## src/rtl/modbus_tcp_read_response_parser_assert.svh

```systemverilog
// assertion macros for the modbus tcp read response parser
`ifndef MODBUS_TCP_READ_RESPONSE_PARSER_ASSERT_SVH
`define MODBUS_TCP_READ_RESPONSE_PARSER_ASSERT_SVH

// same-cycle implication, sampled on clk, off during reset
`define MTRP_ASSERT_SAME(lbl, ante, cons) \
    lbl: assert property (@(posedge clk) disable iff (!rst_n) (ante) |-> (cons)) \
        else $error("mtrp assertion failed");

// next-cycle implication, sampled on clk, off during reset
`define MTRP_ASSERT_NEXT(lbl, ante, cons) \
    lbl: assert property (@(posedge clk) disable iff (!rst_n) (ante) |=> (cons)) \
        else $error("mtrp assertion failed");

`endif

```

## src/rtl/mtrp_pkg.sv

```systemverilog
// shared types and constants for the modbus tcp read response parser
package mtrp_pkg;

    localparam int unsigned MAX_QUANTITY = 125;
    localparam int unsigned HEADER_LEN   = 9;
    localparam int unsigned FC_POS       = 7;
    localparam int unsigned COUNT_POS    = 8;
    localparam int unsigned POS_MAX      = 511;

    typedef enum logic [2:0] {
        ST_OK         = 3'd0,
        ST_SHORT      = 3'd1,
        ST_EXCEPTION  = 3'd2,
        ST_LENGTH     = 3'd3,
        ST_DATA_SHORT = 3'd4
    } status_t;

    typedef enum logic {
        CFG_EXPECTED_FUNCTION = 1'b0,
        CFG_REGISTER_QUANTITY = 1'b1
    } cfg_index_t;

    typedef struct packed {
        logic [8:0] byte_position;
        logic       function_matched;
        logic [7:0] declared_count;
        logic [7:0] high_byte_hold;
        logic [6:0] values_emitted;
    } parse_state_t;

    typedef struct packed {
        logic        value_valid;
        logic [15:0] reg_value;
        logic [6:0]  reg_index;
        logic        frame_done;
        status_t     status;
        logic [7:0]  exception_code;
    } result_t;

endpackage

```

## src/rtl/mtrp_if.sv

```systemverilog
// word channels: frame bytes in, results out, configuration writes
interface mtrp_in_if;
    logic       valid;
    logic       ready;
    logic [7:0] frame_byte;
    logic       frame_last;

    modport source (output valid, output frame_byte, output frame_last, input ready);
    modport sink (input valid, input frame_byte, input frame_last, output ready);
endinterface

interface mtrp_out_if;
    logic              valid;
    logic              ready;
    logic              value_valid;
    logic [15:0]       reg_value;
    logic [6:0]        reg_index;
    logic              frame_done;
    mtrp_pkg::status_t status;
    logic [7:0]        exception_code;

    modport source (output valid, output value_valid, output reg_value, output reg_index,
                    output frame_done, output status, output exception_code, input ready);
    modport sink (input valid, input value_valid, input reg_value, input reg_index,
                  input frame_done, input status, input exception_code, output ready);
endinterface

interface mtrp_cfg_if;
    logic                   valid;
    logic                   ready;
    mtrp_pkg::cfg_index_t   index;
    logic [7:0]             data;

    modport source (output valid, output index, output data, input ready);
    modport sink (input valid, input index, input data, output ready);
endinterface

```

## src/rtl/modbus_tcp_read_response_parser.sv

```systemverilog
// top level of the modbus tcp read response parser
// Takes a register-read response one byte per word and gives one result word
// for each byte that completes a big-endian register value or is the last
// byte of a frame; the word for the last byte carries the status. A new byte
// is taken every clock cycle unless the result register is held by
// back-pressure; each byte passes through the input register, where the
// per-byte step logic works on it, and then its word lands in the result
// register. frame_in.ready follows result_out.ready in the same cycle when a
// result word is waiting and the held byte makes one too. Values are given
// speculatively: keep them only when the frame's closing status is ok.
// Configuration writes take effect at once and are meant to happen between
// frames with nothing in flight; cfg.ready is always high.
module modbus_tcp_read_response_parser (
    input  logic             clk,
    input  logic             rst_n,
    mtrp_cfg_if.sink         cfg,
    mtrp_in_if.sink          frame_in,
    mtrp_out_if.source       result_out
);
    import mtrp_pkg::*;

    `include "modbus_tcp_read_response_parser_assert.svh"

    // configuration registers
    logic [7:0] expected_function_reg;
    logic [6:0] register_quantity_reg;

    // input register
    logic       in_valid_reg;
    logic [7:0] in_byte_reg;
    logic       in_last_reg;

    // parser state and result register
    parse_state_t state_reg;
    parse_state_t state_next;
    result_t      step_result;
    logic         has_result;
    logic         out_valid_reg;
    logic         out_valid_next;
    result_t      out_data_reg;
    logic         advance;

    // config port never stalls
    assign cfg.ready = 1'b1;

    always_ff @(posedge clk or negedge rst_n)
    begin
        if (!rst_n)
        begin
            expected_function_reg <= 8'd3;
            register_quantity_reg <= 7'd1;
        end
        else if (cfg.valid)
        begin
            unique case (cfg.index)
                CFG_EXPECTED_FUNCTION: expected_function_reg <= cfg.data;
                CFG_REGISTER_QUANTITY: register_quantity_reg <= cfg.data[6:0];
                default:               ;
            endcase
        end
    end

    mtrp_step u_step (
        .state             (state_reg),
        .frame_byte        (in_byte_reg),
        .frame_last        (in_last_reg),
        .expected_function (expected_function_reg),
        .register_quantity (register_quantity_reg),
        .state_next        (state_next),
        .result            (step_result),
        .has_result        (has_result)
    );

    // a byte leaves the input register when its result word has room,
    // or right away when it makes no result word
    assign advance = in_valid_reg && (!out_valid_reg || result_out.ready || !has_result);

    // input register refills whenever it empties
    assign frame_in.ready = !in_valid_reg || advance;

    always_ff @(posedge clk or negedge rst_n)
    begin
        if (!rst_n)
        begin
            in_valid_reg <= 1'b0;
        end
        else if (frame_in.ready)
        begin
            in_valid_reg <= frame_in.valid;
        end
    end

    always_ff @(posedge clk)
    begin
        if (frame_in.valid && frame_in.ready)
        begin
            in_byte_reg <= frame_in.frame_byte;
            in_last_reg <= frame_in.frame_last;
        end
    end

    // parser state moves one byte at a time
    always_ff @(posedge clk or negedge rst_n)
    begin
        if (!rst_n)
        begin
            state_reg <= '0;
        end
        else if (advance)
        begin
            state_reg <= state_next;
        end
    end

    // result register
    always_comb
    begin
        out_valid_next = out_valid_reg;
        if (advance && has_result)
        begin
            out_valid_next = 1'b1;
        end
        else if (result_out.ready)
        begin
            out_valid_next = 1'b0;
        end
    end

    always_ff @(posedge clk or negedge rst_n)
    begin
        if (!rst_n)
        begin
            out_valid_reg <= 1'b0;
        end
        else
        begin
            out_valid_reg <= out_valid_next;
        end
    end

    always_ff @(posedge clk)
    begin
        if (advance && has_result)
        begin
            out_data_reg <= step_result;
        end
    end

    assign result_out.valid          = out_valid_reg;
    assign result_out.value_valid    = out_data_reg.value_valid;
    assign result_out.reg_value      = out_data_reg.reg_value;
    assign result_out.reg_index      = out_data_reg.reg_index;
    assign result_out.frame_done     = out_data_reg.frame_done;
    assign result_out.status         = out_data_reg.status;
    assign result_out.exception_code = out_data_reg.exception_code;

    // the last byte of a frame always leaves the parser state cleared
    `MTRP_ASSERT_NEXT(a_clear_after_last, advance && in_last_reg, state_reg == '0)

    // status and exception code only on the closing word
    `MTRP_ASSERT_SAME(a_status_only_done, out_valid_reg && !out_data_reg.frame_done,
        out_data_reg.status == ST_OK && out_data_reg.exception_code == 8'd0)

    // every result word carries a value or closes a frame
    `MTRP_ASSERT_SAME(a_word_has_content, out_valid_reg,
        out_data_reg.value_valid || out_data_reg.frame_done)

endmodule

```

## src/rtl/mtrp_step.sv

```systemverilog
// per-byte parse step: next parser state and the result word for one byte
module mtrp_step (
    input  mtrp_pkg::parse_state_t state,
    input  logic [7:0]             frame_byte,
    input  logic                   frame_last,
    input  logic [7:0]             expected_function,
    input  logic [6:0]             register_quantity,
    output mtrp_pkg::parse_state_t state_next,
    output mtrp_pkg::result_t      result,
    output logic                   has_result
);
    import mtrp_pkg::*;

    logic [6:0] qty;
    logic [7:0] need_bytes;
    logic       emit;
    parse_state_t upd;

    always_comb
    begin
        qty        = (register_quantity > 7'(MAX_QUANTITY)) ? 7'(MAX_QUANTITY)
                                                            : register_quantity;
        need_bytes = {qty, 1'b0};
        upd        = state;
        emit       = 1'b0;
        result     = '0;

        if (state.byte_position == 9'(FC_POS))
        begin
            upd.function_matched = (frame_byte == expected_function);
        end
        else if (state.byte_position == 9'(COUNT_POS))
        begin
            upd.declared_count = frame_byte;
        end
        else if (state.byte_position >= 9'(HEADER_LEN))
        begin
            // odd position is the high byte of a pair
            if (state.byte_position[0])
            begin
                upd.high_byte_hold = frame_byte;
            end
            else if (state.function_matched && (state.declared_count >= need_bytes)
                     && (state.values_emitted < qty))
            begin
                emit               = 1'b1;
                upd.values_emitted = state.values_emitted + 7'd1;
            end
        end

        if (state.byte_position != 9'(POS_MAX))
        begin
            upd.byte_position = state.byte_position + 9'd1;
        end

        if (emit)
        begin
            result.value_valid = 1'b1;
            result.reg_value   = {state.high_byte_hold, frame_byte};
            result.reg_index   = state.values_emitted;
        end

        if (frame_last)
        begin
            result.frame_done = 1'b1;
            priority if (state.byte_position < 9'(COUNT_POS))
            begin
                result.status = ST_SHORT;
            end
            else if (!upd.function_matched)
            begin
                result.status         = ST_EXCEPTION;
                result.exception_code = upd.declared_count;
            end
            else if (state.byte_position != (9'(COUNT_POS) + {1'b0, upd.declared_count}))
            begin
                result.status = ST_LENGTH;
            end
            else if (upd.declared_count < need_bytes)
            begin
                result.status = ST_DATA_SHORT;
            end
            else
            begin
                result.status = ST_OK;
            end
        end

        state_next = frame_last ? parse_state_t'('0) : upd;
        has_result = emit || frame_last;
    end

endmodule
```

## src/flat_wrapper.sv

```systemverilog
// flat-port wrapper written by rule: the top's interface ports become plain ports
module modbus_tcp_read_response_parser_flat import mtrp_pkg::*;
  (clk, rst_n, cfg_valid, cfg_index, cfg_data, cfg_ready, frame_in_valid, frame_in_frame_byte, frame_in_frame_last, frame_in_ready, result_out_valid, result_out_value_valid, result_out_reg_value, result_out_reg_index, result_out_frame_done, result_out_status, result_out_exception_code, result_out_ready);
  mtrp_cfg_if cfg_i ();
  mtrp_in_if frame_in_i ();
  mtrp_out_if result_out_i ();
  input  logic clk;
  input  logic rst_n;
  input wire logic [$bits(cfg_i.valid)-1:0] cfg_valid;
  input wire logic [$bits(cfg_i.index)-1:0] cfg_index;
  input wire logic [$bits(cfg_i.data)-1:0] cfg_data;
  output wire logic [$bits(cfg_i.ready)-1:0] cfg_ready;
  input wire logic [$bits(frame_in_i.valid)-1:0] frame_in_valid;
  input wire logic [$bits(frame_in_i.frame_byte)-1:0] frame_in_frame_byte;
  input wire logic [$bits(frame_in_i.frame_last)-1:0] frame_in_frame_last;
  output wire logic [$bits(frame_in_i.ready)-1:0] frame_in_ready;
  output wire logic [$bits(result_out_i.valid)-1:0] result_out_valid;
  output wire logic [$bits(result_out_i.value_valid)-1:0] result_out_value_valid;
  output wire logic [$bits(result_out_i.reg_value)-1:0] result_out_reg_value;
  output wire logic [$bits(result_out_i.reg_index)-1:0] result_out_reg_index;
  output wire logic [$bits(result_out_i.frame_done)-1:0] result_out_frame_done;
  output wire logic [$bits(result_out_i.status)-1:0] result_out_status;
  output wire logic [$bits(result_out_i.exception_code)-1:0] result_out_exception_code;
  input wire logic [$bits(result_out_i.ready)-1:0] result_out_ready;
  assign cfg_i.valid = cfg_valid;
  assign cfg_i.index = cfg_index;
  assign cfg_i.data = cfg_data;
  assign cfg_ready = cfg_i.ready;
  assign frame_in_i.valid = frame_in_valid;
  assign frame_in_i.frame_byte = frame_in_frame_byte;
  assign frame_in_i.frame_last = frame_in_frame_last;
  assign frame_in_ready = frame_in_i.ready;
  assign result_out_valid = result_out_i.valid;
  assign result_out_value_valid = result_out_i.value_valid;
  assign result_out_reg_value = result_out_i.reg_value;
  assign result_out_reg_index = result_out_i.reg_index;
  assign result_out_frame_done = result_out_i.frame_done;
  assign result_out_status = result_out_i.status;
  assign result_out_exception_code = result_out_i.exception_code;
  assign result_out_i.ready = result_out_ready;
  modbus_tcp_read_response_parser u_core (.clk(clk), .rst_n(rst_n), .cfg(cfg_i), .frame_in(frame_in_i), .result_out(result_out_i));
endmodule
```

## config.mk

```make
export PLATFORM = sky130hd
export DESIGN_NAME = modbus_tcp_read_response_parser_flat
export DESIGN_NICKNAME = d
export VERILOG_FILES = /design/src/rtl/mtrp_pkg.sv /design/src/rtl/mtrp_if.sv /design/src/rtl/modbus_tcp_read_response_parser.sv /design/src/rtl/mtrp_step.sv /design/src/flat_wrapper.sv
export VERILOG_INCLUDE_DIRS = /design/src /design/src/rtl
export SDC_FILE = /design/constraint.sdc
export NUM_CORES = 1
export LEC_CHECK = 0
export BUFFER_PORTS_ARGS = -buffer_cell sky130_fd_sc_hd__buf_2
export CORE_ASPECT_RATIO = 1.1
export CORE_UTILIZATION = 30
export CTS_CLUSTER_DIAMETER = 50
export DETAILED_ROUTE_END_ITERATION = 8
export GPL_TIMING_DRIVEN = 0
export PLACE_DENSITY_LB_ADDON = 0.25
export SYNTH_ARGS = -nofsm -noshare
export SYNTH_HDL_FRONTEND = slang
export SYNTH_SLANG_ARGS = --single-unit
```

## constraint.sdc

```tcl
create_clock -name clk -period 10.84 [get_ports clk]
set_input_delay 0.542 -clock clk [delete_from_list [all_inputs] [get_ports clk]]
set_output_delay 0.542 -clock clk [all_outputs]
set_load 0.01 [all_outputs]
```

# Yosys cells after proc, flatten, opt, wreduce, memory -nomap -nowiden
# Cells that the tools add are included.
# totals
inputBits,23
wordCells,90
out_inout_bits,39
rom_bits,0
latch_bits,0
regBits,95
mem_count,0
mem_bits_rw,0
# classes
reduce_logical,25
n_eq_ne,8
n_addsub,3
div_mod_pow,0
order_cmp,6
shifts,0
bitwise,3
multipliers,0
muxes,26
# ops
operator,count
$mux 33,1
$mux 8,4
$mux 15,2
$mux 24,1
$mux 23,1
$mux 7,3
$mux 12,1
$mux 3,4
$reduce_bool 2->1,5
$add 4x8->9 const A,1
$add 9x1->9 const B,1
$eq 9x3->1 const B,1
$eq 9x4->1 const B,1
$ge 9x4->1 const B,1
$lt 9x4->1 const B,1
$mux 9,1
$ne 9x9->1,1
$ne 9x9->1 const B,1
$eq 8x8->1,1
$ge 8x8->1,1
$lt 8x8->1,1
$mux 1,8
$add 7x1->7 const B,1
$gt 7x7->1 const B,1
other kinds (12),27

# Logic depth before layout (Yosys ltp)
# depth
ltp_word,16
ltp_mapped,14

# By module
# From an unflattened synthesis, not the netlist that was laid out.
# hier_totals
cells_unflattened,585
area_unflattened_um2,6129.6
# modules_own_cells
module,cells_per_inst,instances,area_per_inst_um2
modbus_tcp_read_response_parser,278,1,4013.8
mtrp_step,307,1,2115.8

# Worst setup path after synthesis
# No wires, ideal clock.
# synth_timing
kind,flip-flop to flip-flop
startpoint,register u_core.register_quantity_reg[5]
endpoint,"register u_core.out_data_reg, in the netlist u_core.result_out.exception_code[0] (enable)"
path_stages_with_launch,12
synth_period_minus_slack_ns,4.414
setup_slack_ns,6.426
t_required_ns,10.408
arrival_time_ns,3.981
cell_sequence,dfrtp_1 > clkbuf_1 > nand4_1 > o21ai_0 > ha_1 > and2_1 > a221oi_1 > a21oi_1 > and4b_4 > a21oi_2 > buf_2 > nor2_1
# synth_via
elab_chain_len,15
elab_cells_between_ends,16
cone_classes,order compare (3); mux (6); reduce/logical (7)
# synth_rtl
item,line,source
from (decl),modbus_tcp_read_response_parser.sv:26,logic [6:0] register_quantity_reg;
from (signal assigned),modbus_tcp_read_response_parser.sv:57,CFG_REGISTER_QUANTITY: register_quantity_reg <= cfg.data[6:0];
$gt 7x7->1,mtrp_step.sv:21,qty = (register_quantity > 7'(MAX_QUANTITY)) ? 7'(MAX_QUANTITY)
$mux 7 (*),mtrp_step.sv:21,
$ge 8x8->1,mtrp_step.sv:43,else if (state.function_matched && (state.declared_count >= need_bytes)
$logic_and 1x1->1,mtrp_step.sv:43,
$logic_and 1x1->1 (*),mtrp_step.sv:44,&& (state.values_emitted < qty))
$mux 1 (*),mtrp_step.sv:43,
$mux 1 (*),mtrp_step.sv:39,if (state.byte_position[0])
$mux 1 (*),mtrp_step.sv:36,else if (state.byte_position >= 9'(HEADER_LEN))
$mux 1 (*),mtrp_step.sv:32,else if (state.byte_position == 9'(COUNT_POS))
$mux 1 (*),mtrp_step.sv:28,if (state.byte_position == 9'(FC_POS))
$logic_or 1x1->1 (*),mtrp_step.sv:90,has_result = emit || frame_last;
$logic_not 1->1,modbus_tcp_read_response_parser.sv:76,assign advance = in_valid_reg && (!out_valid_reg || result_out.ready || !has_result);
$logic_or 1x1->1,modbus_tcp_read_response_parser.sv:76,
$logic_and 1x1->1,modbus_tcp_read_response_parser.sv:76,
$logic_and 1x1->1 (*),modbus_tcp_read_response_parser.sv:143,if (advance && has_result)
to (signal assigned),modbus_tcp_read_response_parser.sv:145,out_data_reg <= step_result;
to (decl),modbus_tcp_read_response_parser.sv:40,result_t out_data_reg;
# Mark *: on every way between the ends. The rest lies on a longest branch, timed or not.
# A chain may end at the register's enable or synchronous reset.

# Final worst setup path
# layout_timing
startpoint,register u_core.register_quantity_reg[5]
endpoint,output port frame_in_ready
# layout_via
elab_chain_len,15
elab_cells_between_ends,16
cone_classes,order compare (3); mux (6); reduce/logical (7)
# layout_rtl
item,line,source
$gt 7x7->1,mtrp_step.sv:21,
$mux 7 (*),mtrp_step.sv:21,
$ge 8x8->1,mtrp_step.sv:43,
$logic_and 1x1->1,mtrp_step.sv:43,
$logic_and 1x1->1 (*),mtrp_step.sv:44,
$mux 1 (*),mtrp_step.sv:43,
$mux 1 (*),mtrp_step.sv:39,
$mux 1 (*),mtrp_step.sv:36,
$mux 1 (*),mtrp_step.sv:32,
$mux 1 (*),mtrp_step.sv:28,
$logic_or 1x1->1 (*),mtrp_step.sv:90,
$logic_not 1->1 (*),modbus_tcp_read_response_parser.sv:76,
$logic_or 1x1->1 (*),modbus_tcp_read_response_parser.sv:76,
$logic_and 1x1->1 (*),modbus_tcp_read_response_parser.sv:76,
$logic_or 1x1->1 (*),modbus_tcp_read_response_parser.sv:79,assign frame_in.ready = !in_valid_reg || advance;
to (decl),flat_wrapper.sv:16,output wire logic [$bits(frame_in_i.ready)-1:0] frame_in_ready;
# Marks and branches as above.

==> flow_metrics.tcl <==
set metrics [dict create \
    status "finished, final reports clean" \
    crit_path_cell_trace "clkbuf_1 > nand4_1 > o21ai_0 > ha_1 > and2_1 > a221oi_1 > a21oi_1 > nand4b_1 > o21ai_1 > nand3_1 > buf_2" \
    drive_gt1_share_pct 25.10 \
    dpl.cell_count 714 \
    wl_per_cell_um 18.35 \
    finalNetCount 562 \
    start_kind "register" \
    antenna_left 0 \
    initial_core_util_pct 30.95 \
    die_y_um 139.1 \
    p_sw_share_pct 29.31 \
    path_delay_family "compound AO/OA/AOI/OAI gates" \
    globalplace.congestion 0.8871 \
    cts_buffers 9 \
    relSlewSlack_pct 52.07 \
    cts_buffer_depth 2 \
    avgSynthCellArea_um2 11.41 \
    fmax_ghz 0.2276 \
    grt_overflow 0 \
    antenna_found_initial 0 \
    drcViolationCount 0 \
    num_antenna_cells 0 \
    required_ps 10300 \
    fill_cells 1648 \
    setup_violations 0 \
    grt_max_degree 51 \
    initialDrtViolationCount 244 \
    syn-num-nets 490 \
    grt_setup_unrepaired "false" \
    yosys_warnings 0 \
    grt_first_pass_wirelength_um 21380 \
    worstSetupPathType "register to primary output" \
    power_frac_comb_pct 17.3 \
    synthArstFlopShare_pct 52.63 \
    regArea_um2 2606 \
    cts_max_level 3 \
    yosys.cell_types.count 71 \
    fin_util_pct 36.25 \
    synth_edf_count 45 \
    clkSlewWorstSetupHoldPaths_ps 70 \
    tightest_slew_ps 713.4 \
    maxCapViolations 0 \
    cts_setup_buffers 0 \
    root_buffer "clkbuf_16" \
    drt-vias-per-instance 5.279 \
    num_io_pins 62 \
    core_region_area_um2 16550 \
    final_cell_mix "buf_2 (60), dfrtp_1 (47), edfxtp_1 (45)" \
    place_ws_ps 6799 \
    internal-power_mw 0.6399 \
    synth_top_area_share_pct 26.37 \
    post_cts_hold_buffer_count 0 \
    r2r-start "u_core.register_quantity_reg[5]" \
    seq_power_share_pct 48.4 \
    stdcell_count 730 \
    slowest_stage "o21ai_1" \
    cts_resized 0 \
    worstSetupEndpointType "primary output" \
    ys_seq_area_share_pct 50.87 \
    powerDensity_nw_per_um2 150.8 \
    p_total_mw 0.9051 \
    cts_tree "done" \
    r2r_slack_ps 6900 \
    hpwl_um 10150 \
    routed_wl_um 13400 \
    cts.sinks 95 \
    final.setup.tns_ps 0 \
    drt-pass1-iter-count 4 \
    critPathMaxFanout 7 \
    yosys.area.top_type "edfxtp_1" \
    p_leak_nw 2.548 \
    irDropWorstVdd_v 0.00007698 \
    fin_skew_ps 9.141 \
    area_growth_pct 17.12 \
    layout_setup_ws_ps 6447 \
    reg2regPathDepth 11 \
    hold_class "input pin to async pin" \
    synth_ff_type "dfrtp_1" \
    post-route-period-util_pct 40.53 \
    netlist_area_um2 5124 \
    fp-row-count 49 \
    die_width_um 126.6 \
    largest_register_ffs 33 \
    hold_viol_final 0 \
    grt_pass1_vias 3926 \
    multiInputGateArea_um2 2281 \
    netlist_top_cells_area "edfxtp_1 (26%), dfrtp_1 (23%), mux2_2 (4.6%)" \
    power_frac_clock_pct 34.3 \
    rr_endpoint "u_core.in_byte_reg[4]" \
    synthCells 449 \
    slew_viol_final 0 \
    yosys_register_bits 95 \
    die_area_um2 17610 \
    slowest_delay_ps 510 \
    vias 3854 \
    grtUsageTotal_pct 16.37 \
    p_sw_mw 0.2653 \
    layout_commonest_cell "buf_2" \
    clock_latency_ps 360 \
    portBuffers 60 \
    cp_num_buf_inv 2 \
    period_needed_ps 4393 \
    crit_arrival_ps 3850 \
]
power by group through the flow:
stage / clock network (mW) / registers [mW] / logic (mW)
floorplan: 0 / 0.438 / 0.108
global placement: 0 / 0.445 / 0.152
detailed placement: 0 / 0.446 / 0.158
CTS: 0.320 / 0.438 / 0.158
global route: 0.332 / 0.442 / 0.176
finish: 0.310 / 0.438 / 0.157
metrics by stage:
stage               hold WS (ps)  cell area, um^2
floorplan                  246.4             5124
global placement           463.7             5679
detailed placement         464.3             5714
CTS                        334.2             5998
global route               292.7             6001
finish                     237.2             6001
layout make-up:
| cell class | instances | area share [%] |
|---|---|---|
| multi-input cells | 305 | 38.01 |
| clock buffers | 11 | 4.045 |
| repair buffers | 61 | 5.505 |
| clock inverters | 5 | 0.6881 |
| flip-flops and latches | 95 | 43.43 |
| well taps | 204 | 4.254 |
| plain buffers | 23 | 2.440 |
| inverters | 26 | 1.626 |
how the worst max path moves through the flow:
stage	depth (start not counted)	slack, ps	to	start
floorplan	11	6430	u_core.result_out.exception_code[0]	u_core.register_quantity_reg[5]
global placement	11	5270	u_core.result_out.frame_done	u_core.register_quantity_reg[5]
detailed placement	11	6800	frame_in_ready	u_core.register_quantity_reg[5]
CTS	11	6370	frame_in_ready	u_core.register_quantity_reg[5]
global route	11	6060	frame_in_ready	u_core.register_quantity_reg[5]
finish	11	6450	frame_in_ready	u_core.register_quantity_reg[5]
cells by family after synthesis:
logic type                 synth area share [%]
and+or+nand+nor                           15.90
adders and majority gates                 4.591
muxes                                     7.057
other                                   0.07319
DFF                                       50.87
xor gates and xnor gates                  3.248
AOI/OAI and AO/OA                         13.50
buffers and inverters                     4.762
cell usage after synthesis, types with 3 or more instances:
| library cell | instances |
|---|---|
| a211oi_1 | 6 |
| a21oi_1 | 15 |
| a31oi_1 | 4 |
| a32o_1 | 8 |
| and2_1 | 4 |
| and3_1 | 26 |
| buf_6 | 4 |
| clkbuf_1 | 13 |
| dfrtp_1 | 47 |
| dfstp_2 | 3 |
| edfxtp_1 | 45 |
| ha_1 | 18 |
| inv_1 | 25 |
| mux2_2 | 21 |
| mux2i_1 | 11 |
| nand2_1 | 17 |
| nand2b_1 | 5 |
| nand3_1 | 11 |
| nand4_1 | 7 |
| nor2_1 | 30 |
| nor2b_1 | 9 |
| nor3_1 | 13 |
| nor4_1 | 6 |
| o2111ai_1 | 3 |
| o21ai_0 | 14 |
| o21ai_1 | 3 |
| o31ai_1 | 11 |
| o32ai_1 | 3 |
| xnor2_1 | 7 |
| xor2_1 | 12 |
layer usage:
metal,vias to the layer above,share of wire [%],GRT usage (%)
met4,0,3.3,9.512
met3,22,4.7,2.894
li1,1829,-,-
met2,94,51,28.06
met1,1909,41,19.16
met5,-,0,0
No activity file was read; power rests on OpenSTA's default activity.
